--- src/sv/aisr_pkg.sv ---
`default_nettype none

package aisr_pkg;

  // Width of the root result.
  localparam int unsigned ROOT_BITS = 16;

endpackage

`default_nettype wire

--- src/sv/approx_integer_square_root.sv ---
`default_nettype none

// Approximate integer square root, one Newton step from a power-of-two seed.
//
// Input: drive radicand and raise start for one cycle; the beat is taken at
// any edge where start is high and busy is low. busy is high only while rst
// is high, so outside reset a new radicand can be issued every cycle.
// Output: done pulses for one cycle with root valid in that same cycle. The
// receiver cannot stall; each root must be captured when done is high.
// Path: an accepted beat passes through the input register, bit-length
// detect, shift and add-and-halve stages in that order, and done and root
// are registered by the last. Throughput: one beat per cycle, set by the
// four-stage pipeline with no shared unit.
// A zero radicand gives a zero root. For INPUT_BITS above 32 the root holds
// the low 16 bits of the estimate.
// Reset (rst, synchronous, active high) clears every stage's valid bit, so
// beats in flight are dropped and done stays low until a new beat arrives.
module approx_integer_square_root #(
  parameter int unsigned INPUT_BITS = 31
) (
  input  wire logic                          clk,
  input  wire logic                          rst,
  input  wire logic                          start,
  output logic                               busy,
  input  wire logic [INPUT_BITS-1:0]         radicand,
  output logic                               done,
  output logic [aisr_pkg::ROOT_BITS-1:0]     root
);

  localparam int unsigned LenBits = $clog2(INPUT_BITS + 1);

  logic                  in_valid;
  logic [INPUT_BITS-1:0] in_value;
  logic                  lzd_valid;
  logic [INPUT_BITS-1:0] lzd_value;
  logic [LenBits-1:0]    lzd_shamt;
  logic                  shift_valid;
  logic [INPUT_BITS-1:0] shift_quot;
  logic [INPUT_BITS-1:0] shift_est;

  // Refuse beats while reset clears the pipeline.
  assign busy = rst;

  always_ff @(posedge clk) begin
    if (rst) begin
      in_valid <= 1'b0;
    end else begin
      in_valid <= start && !busy;
    end
  end

  always_ff @(posedge clk) begin
    in_value <= radicand;
  end

  aisr_lzd #(
    .INPUT_BITS (INPUT_BITS),
    .LenBits    (LenBits)
  ) u_lzd (
    .clk       (clk),
    .rst       (rst),
    .in_valid  (in_valid),
    .in_value  (in_value),
    .out_valid (lzd_valid),
    .out_value (lzd_value),
    .out_shamt (lzd_shamt)
  );

  aisr_shift #(
    .INPUT_BITS (INPUT_BITS),
    .LenBits    (LenBits)
  ) u_shift (
    .clk       (clk),
    .rst       (rst),
    .in_valid  (lzd_valid),
    .in_value  (lzd_value),
    .in_shamt  (lzd_shamt),
    .out_valid (shift_valid),
    .out_quot  (shift_quot),
    .out_est   (shift_est)
  );

  aisr_avg #(
    .INPUT_BITS (INPUT_BITS)
  ) u_avg (
    .clk       (clk),
    .rst       (rst),
    .in_valid  (shift_valid),
    .in_quot   (shift_quot),
    .in_est    (shift_est),
    .out_valid (done),
    .out_root  (root)
  );

`ifndef SYNTHESIS
  a_latency : assert property (@(posedge clk) disable iff (rst)
    (start && !busy) |-> ##4 done)
    else $error("accepted beat did not produce done after four cycles");

  a_zero_root : assert property (@(posedge clk) disable iff (rst)
    (start && !busy && radicand == '0) |-> ##4 (root == '0))
    else $error("zero radicand gave a nonzero root");

  a_no_spurious : assert property (@(posedge clk) disable iff (rst)
    (!in_valid && !lzd_valid && !shift_valid) |=> !done)
    else $error("done raised with empty pipeline");
`endif

endmodule

`default_nettype wire

--- src/sv/aisr_lzd.sv ---
`default_nettype none

module aisr_lzd #(
  parameter int unsigned INPUT_BITS = 31,
  parameter int unsigned LenBits    = $clog2(INPUT_BITS + 1)
) (
  input  wire logic                  clk,
  input  wire logic                  rst,
  input  wire logic                  in_valid,
  input  wire logic [INPUT_BITS-1:0] in_value,
  output logic                       out_valid,
  output logic [INPUT_BITS-1:0]      out_value,
  output logic [LenBits-1:0]         out_shamt
);

  logic [LenBits-1:0] bit_len;

  // Highest set bit wins; zero gives length zero.
  always_comb begin
    bit_len = '0;
    for (int i = 0; i < INPUT_BITS; i++) begin
      if (in_value[i]) begin
        bit_len = LenBits'(i + 1);
      end
    end
  end

  always_ff @(posedge clk) begin
    if (rst) begin
      out_valid <= 1'b0;
    end else begin
      out_valid <= in_valid;
    end
  end

  always_ff @(posedge clk) begin
    out_value <= in_value;
    out_shamt <= bit_len >> 1;
  end

endmodule

`default_nettype wire

--- src/sv/aisr_shift.sv ---
`default_nettype none

module aisr_shift #(
  parameter int unsigned INPUT_BITS = 31,
  parameter int unsigned LenBits    = $clog2(INPUT_BITS + 1)
) (
  input  wire logic                  clk,
  input  wire logic                  rst,
  input  wire logic                  in_valid,
  input  wire logic [INPUT_BITS-1:0] in_value,
  input  wire logic [LenBits-1:0]    in_shamt,
  output logic                       out_valid,
  output logic [INPUT_BITS-1:0]      out_quot,
  output logic [INPUT_BITS-1:0]      out_est
);

  localparam logic [INPUT_BITS-1:0] One = INPUT_BITS'(1);

  always_ff @(posedge clk) begin
    if (rst) begin
      out_valid <= 1'b0;
    end else begin
      out_valid <= in_valid;
    end
  end

  // Estimate is a power of two, so the divide is a right shift.
  always_ff @(posedge clk) begin
    out_quot <= in_value >> in_shamt;
    out_est  <= One << in_shamt;
  end

endmodule

`default_nettype wire

--- src/sv/aisr_avg.sv ---
`default_nettype none

module aisr_avg #(
  parameter int unsigned INPUT_BITS = 31
) (
  input  wire logic                          clk,
  input  wire logic                          rst,
  input  wire logic                          in_valid,
  input  wire logic [INPUT_BITS-1:0]         in_quot,
  input  wire logic [INPUT_BITS-1:0]         in_est,
  output logic                               out_valid,
  output logic [aisr_pkg::ROOT_BITS-1:0]     out_root
);

  localparam int unsigned SumBits =
    (INPUT_BITS + 1 > aisr_pkg::ROOT_BITS + 1) ? INPUT_BITS + 1 : aisr_pkg::ROOT_BITS + 1;

  logic [SumBits-1:0] sum;

  assign sum = SumBits'(in_quot) + SumBits'(in_est);

  always_ff @(posedge clk) begin
    if (rst) begin
      out_valid <= 1'b0;
    end else begin
      out_valid <= in_valid;
    end
  end

  // Halve and keep the low root bits.
  always_ff @(posedge clk) begin
    out_root <= sum[aisr_pkg::ROOT_BITS:1];
  end

endmodule

`default_nettype wire
--- config.mk ---
export PLATFORM = sky130hd
export DESIGN_NAME = approx_integer_square_root
export DESIGN_NICKNAME = d
export VERILOG_FILES = /design/src/sv/aisr_pkg.sv /design/src/sv/approx_integer_square_root.sv /design/src/sv/aisr_lzd.sv /design/src/sv/aisr_shift.sv /design/src/sv/aisr_avg.sv
export SDC_FILE = /design/constraint.sdc
export NUM_CORES = 1
export LEC_CHECK = 0
export BUFFER_PORTS_ARGS = -buffer_cell sky130_fd_sc_hd__buf_4
export CORE_MARGIN = 5
export CORE_UTILIZATION = 60
export DETAILED_ROUTE_END_ITERATION = 16
export GPL_TIMING_DRIVEN = 0
export PLACE_DENSITY = 0.92
export SLEW_MARGIN = 20
export SYNTH_ARGS = -nofsm -noshare
export SYNTH_HDL_FRONTEND = slang
export SYNTH_HIERARCHICAL = 1
export SYNTH_SLANG_ARGS = --single-unit
export TNS_END_PERCENT = 5
--- constraint.sdc ---
create_clock -name clk -period 5.2 [get_ports clk]
set_input_delay 0.26 -clock clk [delete_from_list [all_inputs] [get_ports clk]]
set_output_delay 0.26 -clock clk [all_outputs]
set_load 0.05 [all_outputs]
Word-level counts from Yosys, hierarchy flattened
Cells that the tools add are included.

operators by class
  add/subtract/negate cells = 1
  $mul = 0
  divide/modulo/power cells = 0
  magnitude comparators = 0
  equal/unequal tests = 0
  shift-type cells = 2
  muxes and demuxes = 29
  bitwise logic cells = 0
  reduce and logical (&&, ||, !) cells = 6

operators by type and width
  operator                                          number
  two-way mux 5 bit                                 14
  two-way mux 4 bit                                 8
  right shift 31 x 4 -> 17 bit                      1
  adder 17 bit                                      1
  left shift 1 x 4 -> 17 bit, first input constant  1
  OR reduction 16 bit                               1
  two-way mux 3 bit                                 4
  OR reduction 8 bit                                1
  two-way mux 2 bit                                 2
  OR reduction 4 bit                                1
  OR reduction 2 bit                                1
  logical AND 1 bit                                 1
  zero test 1 bit                                   1
  two-way mux 1 bit                                 1

word-level totals
  flip-flop bits (word level) = 120
  bits in latches = 0
  bits in writable memories = 0
  memory bits (read-only) = 0
  input port bits = 34
  output and inout bits = 18
  word-level logic and storage cells = 51
  memories = 0

Logic depth before layout (Yosys ltp)
  depth in word-level cells = 29
  gate-level depth with buffers = 7
  depth with buffers taken out = 7

Cells and area by module
Netlist, hierarchy kept.

by module, submodules not included
  module                      instances  cells each  area each (um^2)  seq. area each (um^2)
  aisr_shift                  1          304         3248.1            1261.2
  aisr_avg                    1          115         1111.1            340.3
  aisr_lzd                    1          76          933.4             720.7
  approx_integer_square_root  1          34          661.9             640.6

Worst setup path after synthesis
Ideal clock, no wire load.

  path type = reg2reg
  start point = reg u_shift.out_quot[0]
  end point = reg u_avg/out_root[13] (netlist name)
  setup time = 72 ps
  data arrival time = 1867 ps
  data required time = 5128 ps
  path slack = 3261 ps
  stages on the path, launching flop included = 8
  path buffers = 0
  clock period less this slack = 1939 ps
  cells stage by stage = dfxtp_1 > and2_1 > fa_1 > a21o_1 > a221oi_2 > o21ai_2 > a221oi_2 > xnor2_1

on the way
  word-level cells in the longest chain between the ends = 1

RTL lines
  item                    RTL line          source
  start, declared         aisr_shift.sv:13  output logic [INPUT_BITS-1:0] out_quot,
  start signal, assigned  aisr_shift.sv:29  out_quot <= in_value >> in_shamt;
  adder 17 bit            aisr_avg.sv:20    assign sum = SumBits'(in_quot) + SumBits'(in_est);
  via u_avg.sum[14]       aisr_avg.sv:18    logic [SumBits-1:0] sum;
  end signal, assigned    aisr_avg.sv:32    out_root <= sum[aisr_pkg::ROOT_BITS:1];
  end, declared           aisr_avg.sv:12    output logic [aisr_pkg::ROOT_BITS-1:0] out_root

The timed path passes the listed nets, and every way through them passes these cells.
A chain may end at the register's enable or synchronous reset.

Worst setup path in the final report
  start point = reg u_lzd.out_shamt[1]
  end point = reg u_shift.out_quot[3]

on the way
  word-level cells in the longest chain between the ends = 1

RTL lines
  item                          RTL line          source
  start, declared               aisr_lzd.sv:13    output logic [LenBits-1:0] out_shamt
  start signal, assigned        aisr_lzd.sv:38    out_shamt <= bit_len >> 1;
  right shift 31 x 4 -> 17 bit  aisr_shift.sv:29

No other way between the ends.

==> impl_metrics.ini <==
[sta]
skew_ps = 10.3
maxSlewViolCount = 0
tightest_slew_ps = 867
relSlewSlack_pct = 41.7
fin_tns_setup_ps = 0
setup_viol = 0
rsz0062_at_grt = false
period_share_pct = 46.2
hold_violations = 0
fin_crit_ps = 2400
max_clock_freq_mhz = 416

[grt]
grt_usage_pct = 32.8
grt_start_max_net_pins = 17
overflow = 0
grt_pass1_vias = 4595
grt_first_pass_wirelength_um = 25500
antenna_found_initial = 0

[setup_path]
worstPathRequired_ps = 5550
worst_setup_path_start_kind = register
critPathBufInv = 2
critPathCaptureType = register
worst-path-max-fanout = 10
critPathKind = register to register
crit_family = buffers and inverters
slowest_stage = a221oi_1
cp_common_cell = buf_2
crit_arrival_ps = 2750
crit_chain = buf_2 -> buf_2 -> mux4_2 -> a221oi_1 -> nand3_1
cpPeakStageDelay_ps = 590

[pwr]
p_int_w = 0.00170
p_leak_nw = 2.76
pwr-share-comb_pct = 11.6
clkPwrFrac_pct = 45.9
power.switching_w = 0.000670
max-vdd-ir-drop_mv = 0.330
pwr-share-seq_pct = 42.5
power_density_mw_per_mm2 = 361
switching_share_pct = 28.3

[run]
max_cap_violations = 0

[detailed_routing]
wl_per_cell_um = 24.1
ant_nets = 0
drtIter0Drc = 474
vias_per_cell = 6.64
via_count = 4501
drt_first_pass_iters = 6
drt_wl_total_um = 16300
drc_errors = 0

[yosys]
yosys_warnings = 6
netlist_area_mm2 = 0.00518
syn_nets = 507
synth_cells = 457
syn_avg_cell_area_um2 = 11.3

[floorplanning]
die-area_mm2 = 0.0106
ios = 52
dieWidth_um = 103
die_h_um = 103
coreArea_mm2 = 0.00830
initial_core_util_pct = 62.4
row_count = 33

[cts]
cts_tree = yes
path_clk_slew_ps = 60
post_cts_buffers = 0
h-tree-depth = 4
numCtsBuffers = 17
numClockSinks = 120
root_buffer = clkbuf_8
cts_resized = 0
clockBufferDepth = 2
cts_hold_buf = 33
worstSkewPairLatency_ps = 510

[placement]
dp_hpwl_um = 10800
placedCellCount = 613
finalWeightedCongestion = 0.994
io_buffers = 51

[cells_and_area]
layout.cells.non_filler = 678
syn_to_final_growth_pct = 26.8
antennaDiodeCount = 0
layout_common_cells = dfxtp_1, buf_4, nor2_1
final_common_cell = dfxtp_1
seqCellArea_mm2 = 0.00240
multi_input_area_mm2 = 0.00258
fillCellCount = 458
drive_above_1_share_pct = 27.2
layout.nets = 610
final_core_utilization_pct = 79.1

[outcome]
outcome = complete, no violations

[worst_hold_path]
worstHoldPathType = register to register
sequential cells by signal, summed over array words and instances (netlist names):
| name | cells |
|---|---|
| u_shift/out_valid | 1 |
| u_shift/out_quot | 17 |
| u_avg/out_valid | 1 |
| u_lzd/out_valid | 1 |
| in_value | 31 |
| u_avg/out_root | 16 |
| u_lzd/out_value | 31 |
| in_valid | 1 |
| u_shift/out_est | 17 |
| u_lzd/out_shamt | 4 |
power groups by stage:
stage               Clock (W)  Combinational (W)  Sequential, W
finish                0.00109           0.000275        0.00101
global route          0.00115           0.000289        0.00101
global placement            0           0.000239        0.00102
detailed placement          0           0.000243        0.00102
floorplan                   0           0.000132        0.00105
CTS                   0.00109           0.000265        0.00100
metrics by stage:
| stage | setup WS [ps] | area [um2] | power (W) | hold slack, ps |
|---|---|---|---|---|
| after floorplan | 3260 | 5180 | 0.00118 | 288 |
| after global placement | 2910 | 5690 | 0.00126 | 311 |
| after detailed placement | 2920 | 5690 | 0.00126 | 327 |
| after CTS | 2900 | 6570 | 0.00236 | 338 |
| after global routing | 2740 | 6570 | 0.00245 | 345 |
| final | 2800 | 6570 | 0.00237 | 335 |
metal layers:
metal	vias up	part of all wire [%]	GRT usage, %
met5	-	0	0
met2	329	51	57.7
met3	102	7.5	7.04
li1	1933	-	-
met4	0	7.5	22.2
met1	2137	34	35.0
path summary, 6_finish.rpt:
kind / from / end / slack [ps] / depth (start not counted)
setup / recovery: u_lzd/out_shamt[1] / u_shift/out_quot[3] / 2800 / 5
hold / removal: in_value[0] / u_lzd/out_value[0] / 330 / 0
setup reg to reg: u_lzd/out_shamt[1] / u_shift/out_quot[3] / 2800 / 5
hold reg to reg: in_value[0] / u_lzd/out_value[0] / 330 / 0
area by class of cell:
| class | count | share of cell area (%) |
|---|---|---|
| clock inverters | 15 | 1.96 |
| multi-input cells | 297 | 39.3 |
| flip-flops and latches | 120 | 36.6 |
| repair buffers | 84 | 10.9 |
| well taps | 105 | 2.00 |
| plain buffers | 31 | 2.46 |
| clock buffers | 17 | 6.31 |
| inverters | 9 | 0.514 |
No activity file was read; power rests on OpenSTA's default activity.
